## config.mk

```make
export PLATFORM = sky130hd
export DESIGN_NAME = lru_key_value_cache_unit
export DESIGN_NICKNAME = d
export VERILOG_FILES = /design/src/rtl/core/lrukv_pkg.sv /design/src/rtl/core/lru_key_value_cache_unit.sv /design/src/rtl/core/lrukv_ram.sv
export SDC_FILE = /design/constraint.sdc
export NUM_CORES = 2
export LEC_CHECK = 0
export BUFFER_PORTS_ARGS = -buffer_cell sky130_fd_sc_hd__buf_2
export CELL_PAD_IN_SITES_DETAIL_PLACEMENT = 0
export CELL_PAD_IN_SITES_GLOBAL_PLACEMENT = 1
export CORE_MARGIN = 3
export CORE_UTILIZATION = 43
export CTS_CLUSTER_SIZE = 8
export DETAILED_ROUTE_END_ITERATION = 10
export PLACE_DENSITY = 0.7
export SETUP_SLACK_MARGIN = 0.2
export SYNTH_ARGS = -nofsm -noshare
export SYNTH_HDL_FRONTEND = slang
export SYNTH_SLANG_ARGS = --single-unit
```

## constraint.sdc

```tcl
create_clock -name aclk -period 15.9 [get_ports aclk]
set_input_delay 4.77 -clock aclk [delete_from_list [all_inputs] [get_ports aclk]]
set_output_delay 4.77 -clock aclk [all_outputs]
set_load 0.01 [all_outputs]
```

## src/rtl/core/lrukv_pkg.sv

```systemverilog
package lrukv_pkg;

    // number of cache slots
    localparam int ENTRIES = 16;
    // slot index and recency rank width
    localparam int IDX_W   = (ENTRIES > 1) ? $clog2(ENTRIES) : 1;
    // occupancy counter width, holds 0..ENTRIES
    localparam int OCC_W   = $clog2(ENTRIES + 1);
    // capacity register width and reset value
    localparam int CAP_W   = 5;
    localparam logic [CAP_W-1:0] CAP_RESET = CAP_W'(16);
    // item field widths
    localparam int KEY_W   = 32;
    localparam int VAL_W   = 32;
    // tdata widths, padded to whole bytes
    localparam int S_DATA_W = ((KEY_W + VAL_W + 7) / 8) * 8;
    localparam int M_RAW_W  = 1 + VAL_W + 1 + KEY_W;
    localparam int M_DATA_W = ((M_RAW_W + 7) / 8) * 8;

    // item kinds carried on s_tuser
    localparam logic MODE_GET = 1'b0;
    localparam logic MODE_SET = 1'b1;

endpackage

```

## src/rtl/core/lru_key_value_cache_unit.sv

```systemverilog
// Items are handled one at a time: the 16-entry key memory is scanned one entry
// a cycle through its single read port, then the item commits once the result
// register is free; a new item is accepted only after that commit.
// Reset (aresetn low, synchronous): all entries invalid, occupancy zero,
// capacity_limit back to 16, no result pending. Key/value memories not cleared.
module lru_key_value_cache_unit (
    input  logic                               aclk,
    input  logic                               aresetn,
    // configuration: capacity_limit
    input  logic                               cfg_we,
    input  logic [lrukv_pkg::CAP_W-1:0]        cfg_wdata,
    // input items
    input  logic                               s_tvalid,
    output logic                               s_tready,
    input  logic [lrukv_pkg::S_DATA_W-1:0]     s_tdata,  // lookup_key, write_value
    input  logic                               s_tuser,  // mode
    // result items
    output logic                               m_tvalid,
    input  logic                               m_tready,
    output logic [lrukv_pkg::M_DATA_W-1:0]     m_tdata   // found, read_value, evicted,
                                                         // evicted_key, zero pad
);

    localparam int IDX_W = lrukv_pkg::IDX_W;
    localparam int OCC_W = lrukv_pkg::OCC_W;
    localparam int KEY_W = lrukv_pkg::KEY_W;
    localparam int VAL_W = lrukv_pkg::VAL_W;
    localparam int ENT   = lrukv_pkg::ENTRIES;

    typedef enum logic [1:0] {ST_IDLE, ST_SCAN, ST_DRAIN, ST_RESP} state_t;

    state_t                     state_reg;
    logic [lrukv_pkg::CAP_W-1:0] cap_reg;

    // per-entry status in flops
    logic [ENT-1:0]             valid_reg, valid_next;
    logic [IDX_W-1:0]           rank_reg [ENT];
    logic [IDX_W-1:0]           rank_next [ENT];
    logic [OCC_W-1:0]           occ_reg, occ_next;

    // item being worked on
    logic                       mode_reg;
    logic [KEY_W-1:0]           key_reg;
    logic [VAL_W-1:0]           val_reg;

    // scan control
    logic [IDX_W-1:0]           addr_reg;
    logic                       cmp_pend_reg;
    logic [IDX_W-1:0]           cmp_idx_reg;
    logic                       hit_reg;
    logic [IDX_W-1:0]           slot_reg;
    logic [VAL_W-1:0]           hit_value_reg;
    logic [KEY_W-1:0]           victim_key_reg;

    // result register
    logic                       m_tvalid_reg;
    logic                       res_found_reg;
    logic [VAL_W-1:0]           res_rd_reg;
    logic                       res_ev_reg;
    logic [KEY_W-1:0]           res_evkey_reg;

    // memory ports
    logic                       key_we, val_we;
    logic [IDX_W-1:0]           wr_slot;
    logic                       ram_re;
    logic [KEY_W-1:0]           key_rdata;
    logic [VAL_W-1:0]           val_rdata;

    // commit path
    logic                       commit;
    logic [31:0]                cap_ext, eff_cap;
    logic                       need_evict;
    logic                       victim_have, free_have;
    logic [IDX_W-1:0]           victim_idx, free_idx;
    logic                       res_found, res_ev;
    logic [VAL_W-1:0]           res_rd;
    logic [KEY_W-1:0]           res_evkey;

    assign s_tready = (state_reg == ST_IDLE);
    assign m_tvalid = m_tvalid_reg;
    assign m_tdata  = {(lrukv_pkg::M_DATA_W - lrukv_pkg::M_RAW_W)'(0),
                       res_evkey_reg, res_ev_reg, res_rd_reg, res_found_reg};

    assign ram_re = (state_reg == ST_SCAN);
    assign commit = (state_reg == ST_RESP) && (!m_tvalid_reg || m_tready);

    lrukv_ram #(.WIDTH(KEY_W), .DEPTH(ENT)) u_key_ram (
        .clk   (aclk),
        .we    (key_we),
        .waddr (wr_slot),
        .wdata (key_reg),
        .re    (ram_re),
        .raddr (addr_reg),
        .rdata (key_rdata)
    );

    lrukv_ram #(.WIDTH(VAL_W), .DEPTH(ENT)) u_val_ram (
        .clk   (aclk),
        .we    (val_we),
        .waddr (wr_slot),
        .wdata (val_reg),
        .re    (ram_re),
        .raddr (addr_reg),
        .rdata (val_rdata)
    );

    // effective capacity, clamped to 1..ENTRIES
    always_comb begin
        cap_ext = 32'(cap_reg);
        if (cap_ext == 32'd0) begin
            eff_cap = 32'd1;
        end else if (cap_ext > 32'(ENT)) begin
            eff_cap = 32'(ENT);
        end else begin
            eff_cap = cap_ext;
        end
        need_evict = (occ_reg != '0) && (32'(occ_reg) >= eff_cap);
    end

    // least recent valid entry and lowest free slot, lowest index wins
    always_comb begin
        victim_have = 1'b0;
        victim_idx  = '0;
        free_have   = 1'b0;
        free_idx    = '0;
        for (int i = ENT - 1; i >= 0; i--) begin
            if (valid_reg[i] && rank_reg[i] == IDX_W'(occ_reg - OCC_W'(1))) begin
                victim_have = 1'b1;
                victim_idx  = IDX_W'(i);
            end
            if (!valid_reg[i]) begin
                free_have = 1'b1;
                free_idx  = IDX_W'(i);
            end
        end
    end

    // read-modify-write of status and memories at commit
    always_comb begin
        logic [ENT-1:0]   valid_tmp;
        logic [IDX_W-1:0] r;
        logic             ins_have;
        logic             ev_do;
        logic [IDX_W-1:0] ins_slot;

        valid_tmp = valid_reg;
        r         = rank_reg[slot_reg];
        ins_have  = 1'b0;
        ev_do     = 1'b0;
        ins_slot  = free_idx;

        valid_next = valid_reg;
        rank_next  = rank_reg;
        occ_next   = occ_reg;
        key_we     = 1'b0;
        val_we     = 1'b0;
        wr_slot    = slot_reg;

        res_found = hit_reg;
        res_ev    = 1'b0;
        res_evkey = '0;
        if (mode_reg == lrukv_pkg::MODE_SET) begin
            res_rd = val_reg;
        end else if (hit_reg) begin
            res_rd = hit_value_reg;
        end else begin
            res_rd = '1;
        end

        if (commit) begin
            if (hit_reg) begin
                // promote: more recent entries age by one
                for (int i = 0; i < ENT; i++) begin
                    if (valid_reg[i] && rank_reg[i] < r) begin
                        rank_next[i] = rank_reg[i] + IDX_W'(1);
                    end
                end
                rank_next[slot_reg] = '0;
                val_we = (mode_reg == lrukv_pkg::MODE_SET);
            end else if (mode_reg == lrukv_pkg::MODE_SET) begin
                ev_do = need_evict && victim_have;
                if (ev_do) begin
                    valid_tmp[victim_idx] = 1'b0;
                    ins_slot  = victim_idx;
                    ins_have  = 1'b1;
                    res_ev    = 1'b1;
                    res_evkey = victim_key_reg;
                end else if (free_have) begin
                    ins_slot = free_idx;
                    ins_have = 1'b1;
                end
                if (ins_have) begin
                    for (int i = 0; i < ENT; i++) begin
                        if (valid_tmp[i]) begin
                            rank_next[i] = rank_reg[i] + IDX_W'(1);
                        end
                    end
                    valid_tmp[ins_slot] = 1'b1;
                    rank_next[ins_slot] = '0;
                    occ_next = ev_do ? occ_reg : occ_reg + OCC_W'(1);
                    key_we   = 1'b1;
                    val_we   = 1'b1;
                    wr_slot  = ins_slot;
                end
                valid_next = valid_tmp;
            end
        end
    end

    // sequencer, status and result registers
    always_ff @(posedge aclk) begin
        if (!aresetn) begin
            state_reg    <= ST_IDLE;
            cap_reg      <= lrukv_pkg::CAP_RESET;
            valid_reg    <= '0;
            for (int i = 0; i < ENT; i++) begin
                rank_reg[i] <= '0;
            end
            occ_reg      <= '0;
            cmp_pend_reg <= 1'b0;
            hit_reg      <= 1'b0;
            m_tvalid_reg <= 1'b0;
        end else begin
            if (cfg_we) begin
                cap_reg <= cfg_wdata;
            end

            // compare the entry read in the previous cycle
            if (cmp_pend_reg) begin
                if (valid_reg[cmp_idx_reg] && key_rdata == key_reg && !hit_reg) begin
                    hit_reg       <= 1'b1;
                    slot_reg      <= cmp_idx_reg;
                    hit_value_reg <= val_rdata;
                end
                if (cmp_idx_reg == victim_idx) begin
                    victim_key_reg <= key_rdata;
                end
            end

            // result taken and no new one replacing it
            if (m_tready && !commit) begin
                m_tvalid_reg <= 1'b0;
            end

            unique case (state_reg)
                ST_IDLE: begin
                    if (s_tvalid) begin
                        mode_reg     <= s_tuser;
                        key_reg      <= s_tdata[KEY_W-1:0];
                        val_reg      <= s_tdata[KEY_W+VAL_W-1:KEY_W];
                        addr_reg     <= '0;
                        hit_reg      <= 1'b0;
                        cmp_pend_reg <= 1'b0;
                        state_reg    <= ST_SCAN;
                    end
                end
                ST_SCAN: begin
                    cmp_pend_reg <= 1'b1;
                    cmp_idx_reg  <= addr_reg;
                    addr_reg     <= addr_reg + IDX_W'(1);
                    if (addr_reg == IDX_W'(ENT - 1)) begin
                        state_reg <= ST_DRAIN;
                    end
                end
                ST_DRAIN: begin
                    cmp_pend_reg <= 1'b0;
                    state_reg    <= ST_RESP;
                end
                ST_RESP: begin
                    if (commit) begin
                        valid_reg     <= valid_next;
                        rank_reg      <= rank_next;
                        occ_reg       <= occ_next;
                        m_tvalid_reg  <= 1'b1;
                        res_found_reg <= res_found;
                        res_rd_reg    <= res_rd;
                        res_ev_reg    <= res_ev;
                        res_evkey_reg <= res_evkey;
                        state_reg     <= ST_IDLE;
                    end
                end
                default: state_reg <= ST_IDLE;
            endcase
        end
    end

endmodule

```

## src/rtl/core/lrukv_ram.sv

```systemverilog
module lrukv_ram #(
    parameter int WIDTH = 32,
    parameter int DEPTH = 16
) (
    input  logic                             clk,
    input  logic                             we,
    input  logic [$clog2(DEPTH > 1 ? DEPTH : 2)-1:0] waddr,
    input  logic [WIDTH-1:0]                 wdata,
    input  logic                             re,
    input  logic [$clog2(DEPTH > 1 ? DEPTH : 2)-1:0] raddr,
    output logic [WIDTH-1:0]                 rdata
);

    logic [WIDTH-1:0] mem [DEPTH];

    // one write port, one registered read port
    always_ff @(posedge clk) begin
        if (we) begin
            mem[waddr] <= wdata;
        end
        if (re) begin
            rdata <= mem[raddr];
        end
    end

endmodule

```

==> summary.md <==
| Metric | Value |
|---|---|
| Core footprint | `134000 sq um` |
| Setup_tns | `0 ps` |
| Die width | `373 microns` |
| Hold Vio Cnt, Final | `0` |
| Critical path cell sequence | `buf_2 -> nand2b_1 -> and2_1 -> nand3_1 -> a21oi_1 -> buf_4 -> nor2_1 -> a21oi_1 -> nand2_1 -> nor2_4 -> buf_4` |
| Netlist cell types | `91` |
| Num Clock Sinks | `1390` |
| Peak supply drop | `0.000115 V` |
| FP Rows | `134` |
| GPL Wtd Cong | `0.886` |
| Syn avg cell area | `18.1 sq um` |
| Finish-stage setup viols | `0` |
| Post-synthesis sequential area ratio | `70.4%` |
| Initial Util | `43.4%` |
| Grt total ovfl | `0` |
| Synth area leader | `edfxtp_1` |
| Share of cells above drive strength 1 | `24.9%` |
| Slew Viols, Final | `0` |
| Worst path max stage delay | `670 ps` |
| Vias | `30935` |
| Chip height | `373 microns` |
| Vias in the first global route | `31246` |
| Synth Register Bits | `1390` |
| Post-Syn Instances | `3194` |
| Share of the synthesized area in the top cell type | `67.1%` |
| Avg WL per Cell | `26.8 microns` |
| Final cycle utilization of the critical path | `48.6%` |
| Port Buffers | `142` |
| Synth cell count leaders | `1295 x edfxtp_1, 345 x mux4_2, 177 x nor2_1, 126 x o21ai_0, 119 x a21oi_1` |
| Status | `complete, no violations` |
| Drt initial violations | `2706` |
| WP data arrival | `8180 ps` |
| Clock slew at reported path FFs | `50 ps` |
| Num CTS Buffers | `193` |
| Crit path max fanout | `18` |
| Clock buffer depth | `3` |
| DR vias/cell | `5.85` |
| Fmax | `0.129 GHz` |
| EDFF count, synth | `1295` |
| Die ar. | `139000 sq um` |
| Antenna-violating nets left | `0` |
| Crit Path Category | `input pin to flop` |
| Leakage | `21.7 nW` |
| First drt pass iteration count | `5` |
| Setup crit end kind | `flop` |
| Hpwl dp | `83800 microns` |
| H-Tree Depth | `4` |
| I/O pin cnt | `149` |
| Nets | `3610` |
| CTS tree | `yes` |
| Layout Skew | `39.5 ps` |
| RSZ-0062 raised after global routing | `false` |
| First-pass GRT wire length | `210000 microns` |
| Clock root cell | `clkbuf_16` |
| Post-route cell area | `66500 sq um` |
| Post-CTS Resized | `0` |
| Slowest CP cell | `nor2_4` |
| CP required | `16350 ps` |
| Clock latency on the worst-skew pair | `810 ps` |
| Cell Area, Synth | `58000 sq um` |
| Largest net degree at the start of global routing | `160` |
| Setup bufs post-CTS | `0` |
| Dpl cell area | `61200 sq um` |
| Top post-synthesis cells by area | `edfxtp_1 67%, mux4_2 13%, dfxtp_1 3.3%` |
| CP delay by family, top | `simple AND/OR/NAND/NOR gates` |
| Minimum clock period | `7730 ps` |
| Slew HR | `24.1%` |
| Area grow syn2layout | `14.7%` |
| PwrDens | `140 nW/um^2` |
| Initial antenna violation count | `5` |
| Worst slew pin tran | `1140 ps` |
| # DRC | `0` |
| Yosys warns | `0` |
| Final wirelength | `142000 microns` |
| WP buf/inv | `3` |
| Max Cap Viol | `0` |
| Main synth FF type | `edfxtp_1` |
| Gr usage total | `20.3%` |
| Most common cell in the netlist | `edfxtp_1` |
| Hold-fix buffers, CTS | `0` |
| Asr flop ratio synth | `0%` |
| Startpoint types | `input pin` |
| HP Class | `flop to flop` |
[through the flow]
step	total power [mW]	utilization, %	setup WS, ps	hold WS, ps	cells
5_1_grt	9.66	49.7	7920	409	5285
3_3_place_gp	5.73	45.8	7560	402	5030
2_1_floorplan	5.30	-	7790	400	3199
6_report	9.30	49.7	8170	400	5285
4_1_cts	9.41	49.7	8290	405	5284
3_5_place_dp	5.75	45.8	7450	405	5030
[logic make-up (layout without fill, tap and decap cells)]
logic type      after synthesis  count (layout)  synth area share [%]
flops                      1390            1390                  70.4
simple gates                512             512                  4.44
compound gates              470             470                  5.25
mux                         379             379                  14.0
buf+inv                     243             560                  1.71
xor+xnor                    121             121                  2.51
fa+ha+maj                    78              78                  1.68
other cells                   1               7               0.00647
[cells in the final DEF, fill, tap and decap left out, drive strengths merged, types with 11 or more instances in the layout]
cell / n
nor3: 21
o211ai: 21
a21oi: 120
o31ai: 11
o21ai: 132
o2111ai: 13
or2: 13
nor2: 178
nor4: 17
mux2: 11
and3: 14
o21a: 22
mux4: 345
xnor2: 57
edfxtp: 1295
nand4: 25
and2: 45
a211oi: 15
mux2i: 23
buf: 236
o22ai: 15
nand2b: 20
nand2: 87
xor2: 36
dfxtp: 95
a31oi: 27
clkbuf: 238
ha: 78
xnor3: 26
inv: 77
a21o: 21
nand3: 43
[power breakdown]
| group | switching, mW | internal [mW] | total [mW] |
|---|---|---|---|
| sequential | 0.174 | 4.27 | 4.44 |
| clock | 1.46 | 2.19 | 3.65 |
| combinational | 0.642 | 0.570 | 1.21 |
| total | 2.28 | 7.03 | 9.30 |
[layer usage]
| metal | global-route usage, % | vias up | wire length [microns] |
|---|---|---|---|
| met2 | 31.9 | 1122 | 67100 |
| met4 | 6.38 | 0 | 3770 |
| met1 | 28.9 | 16139 | 61100 |
| met5 | 0 | - | 0 |
| li1 | - | 13434 | - |
| met3 | 4.07 | 240 | 9650 |
[worst reg2reg max path: stages, from the launching register on]
cell     delay (ps)
dfxtp_1         470
inv_1           130
ha_1           1020
xnor2_1         170
nor4_1          730
a32o_1          330
nor4_2          140
a21o_1          320
a21oi_1         420
buf_4           270
nor2_1           60
a21oi_1         220
nand2_1         540
nor2_4          670
buf_4           430
[path summary, 6_finish.rpt]
kind / cells past startpoint / from / slack (ps) / to
worst max-delay path: 11 / m_tready / 8170 / u_key_ram.mem[5][13]
worst min-delay path: 0 / u_val_ram.rdata[20] / 400 / hit_value_reg[20]
worst max register to register: 14 / occ_reg[1] / 9610 / u_key_ram.mem[5][13]
worst min register to register: 0 / u_val_ram.rdata[20] / 400 / hit_value_reg[20]
[final cells by class]
class / count / area, sq um
antenna: 1 / 2.50
clock buffer: 238 / 5030
clock inverter: 16 / 262
fill: 10809 / 67200
inverter: 70 / 263
multi-input combinational: 1566 / 16500
sequential: 1390 / 40800
tap: 1768 / 2210
timing repair buffer: 236 / 1430
(Power assumes the default switching activity.)
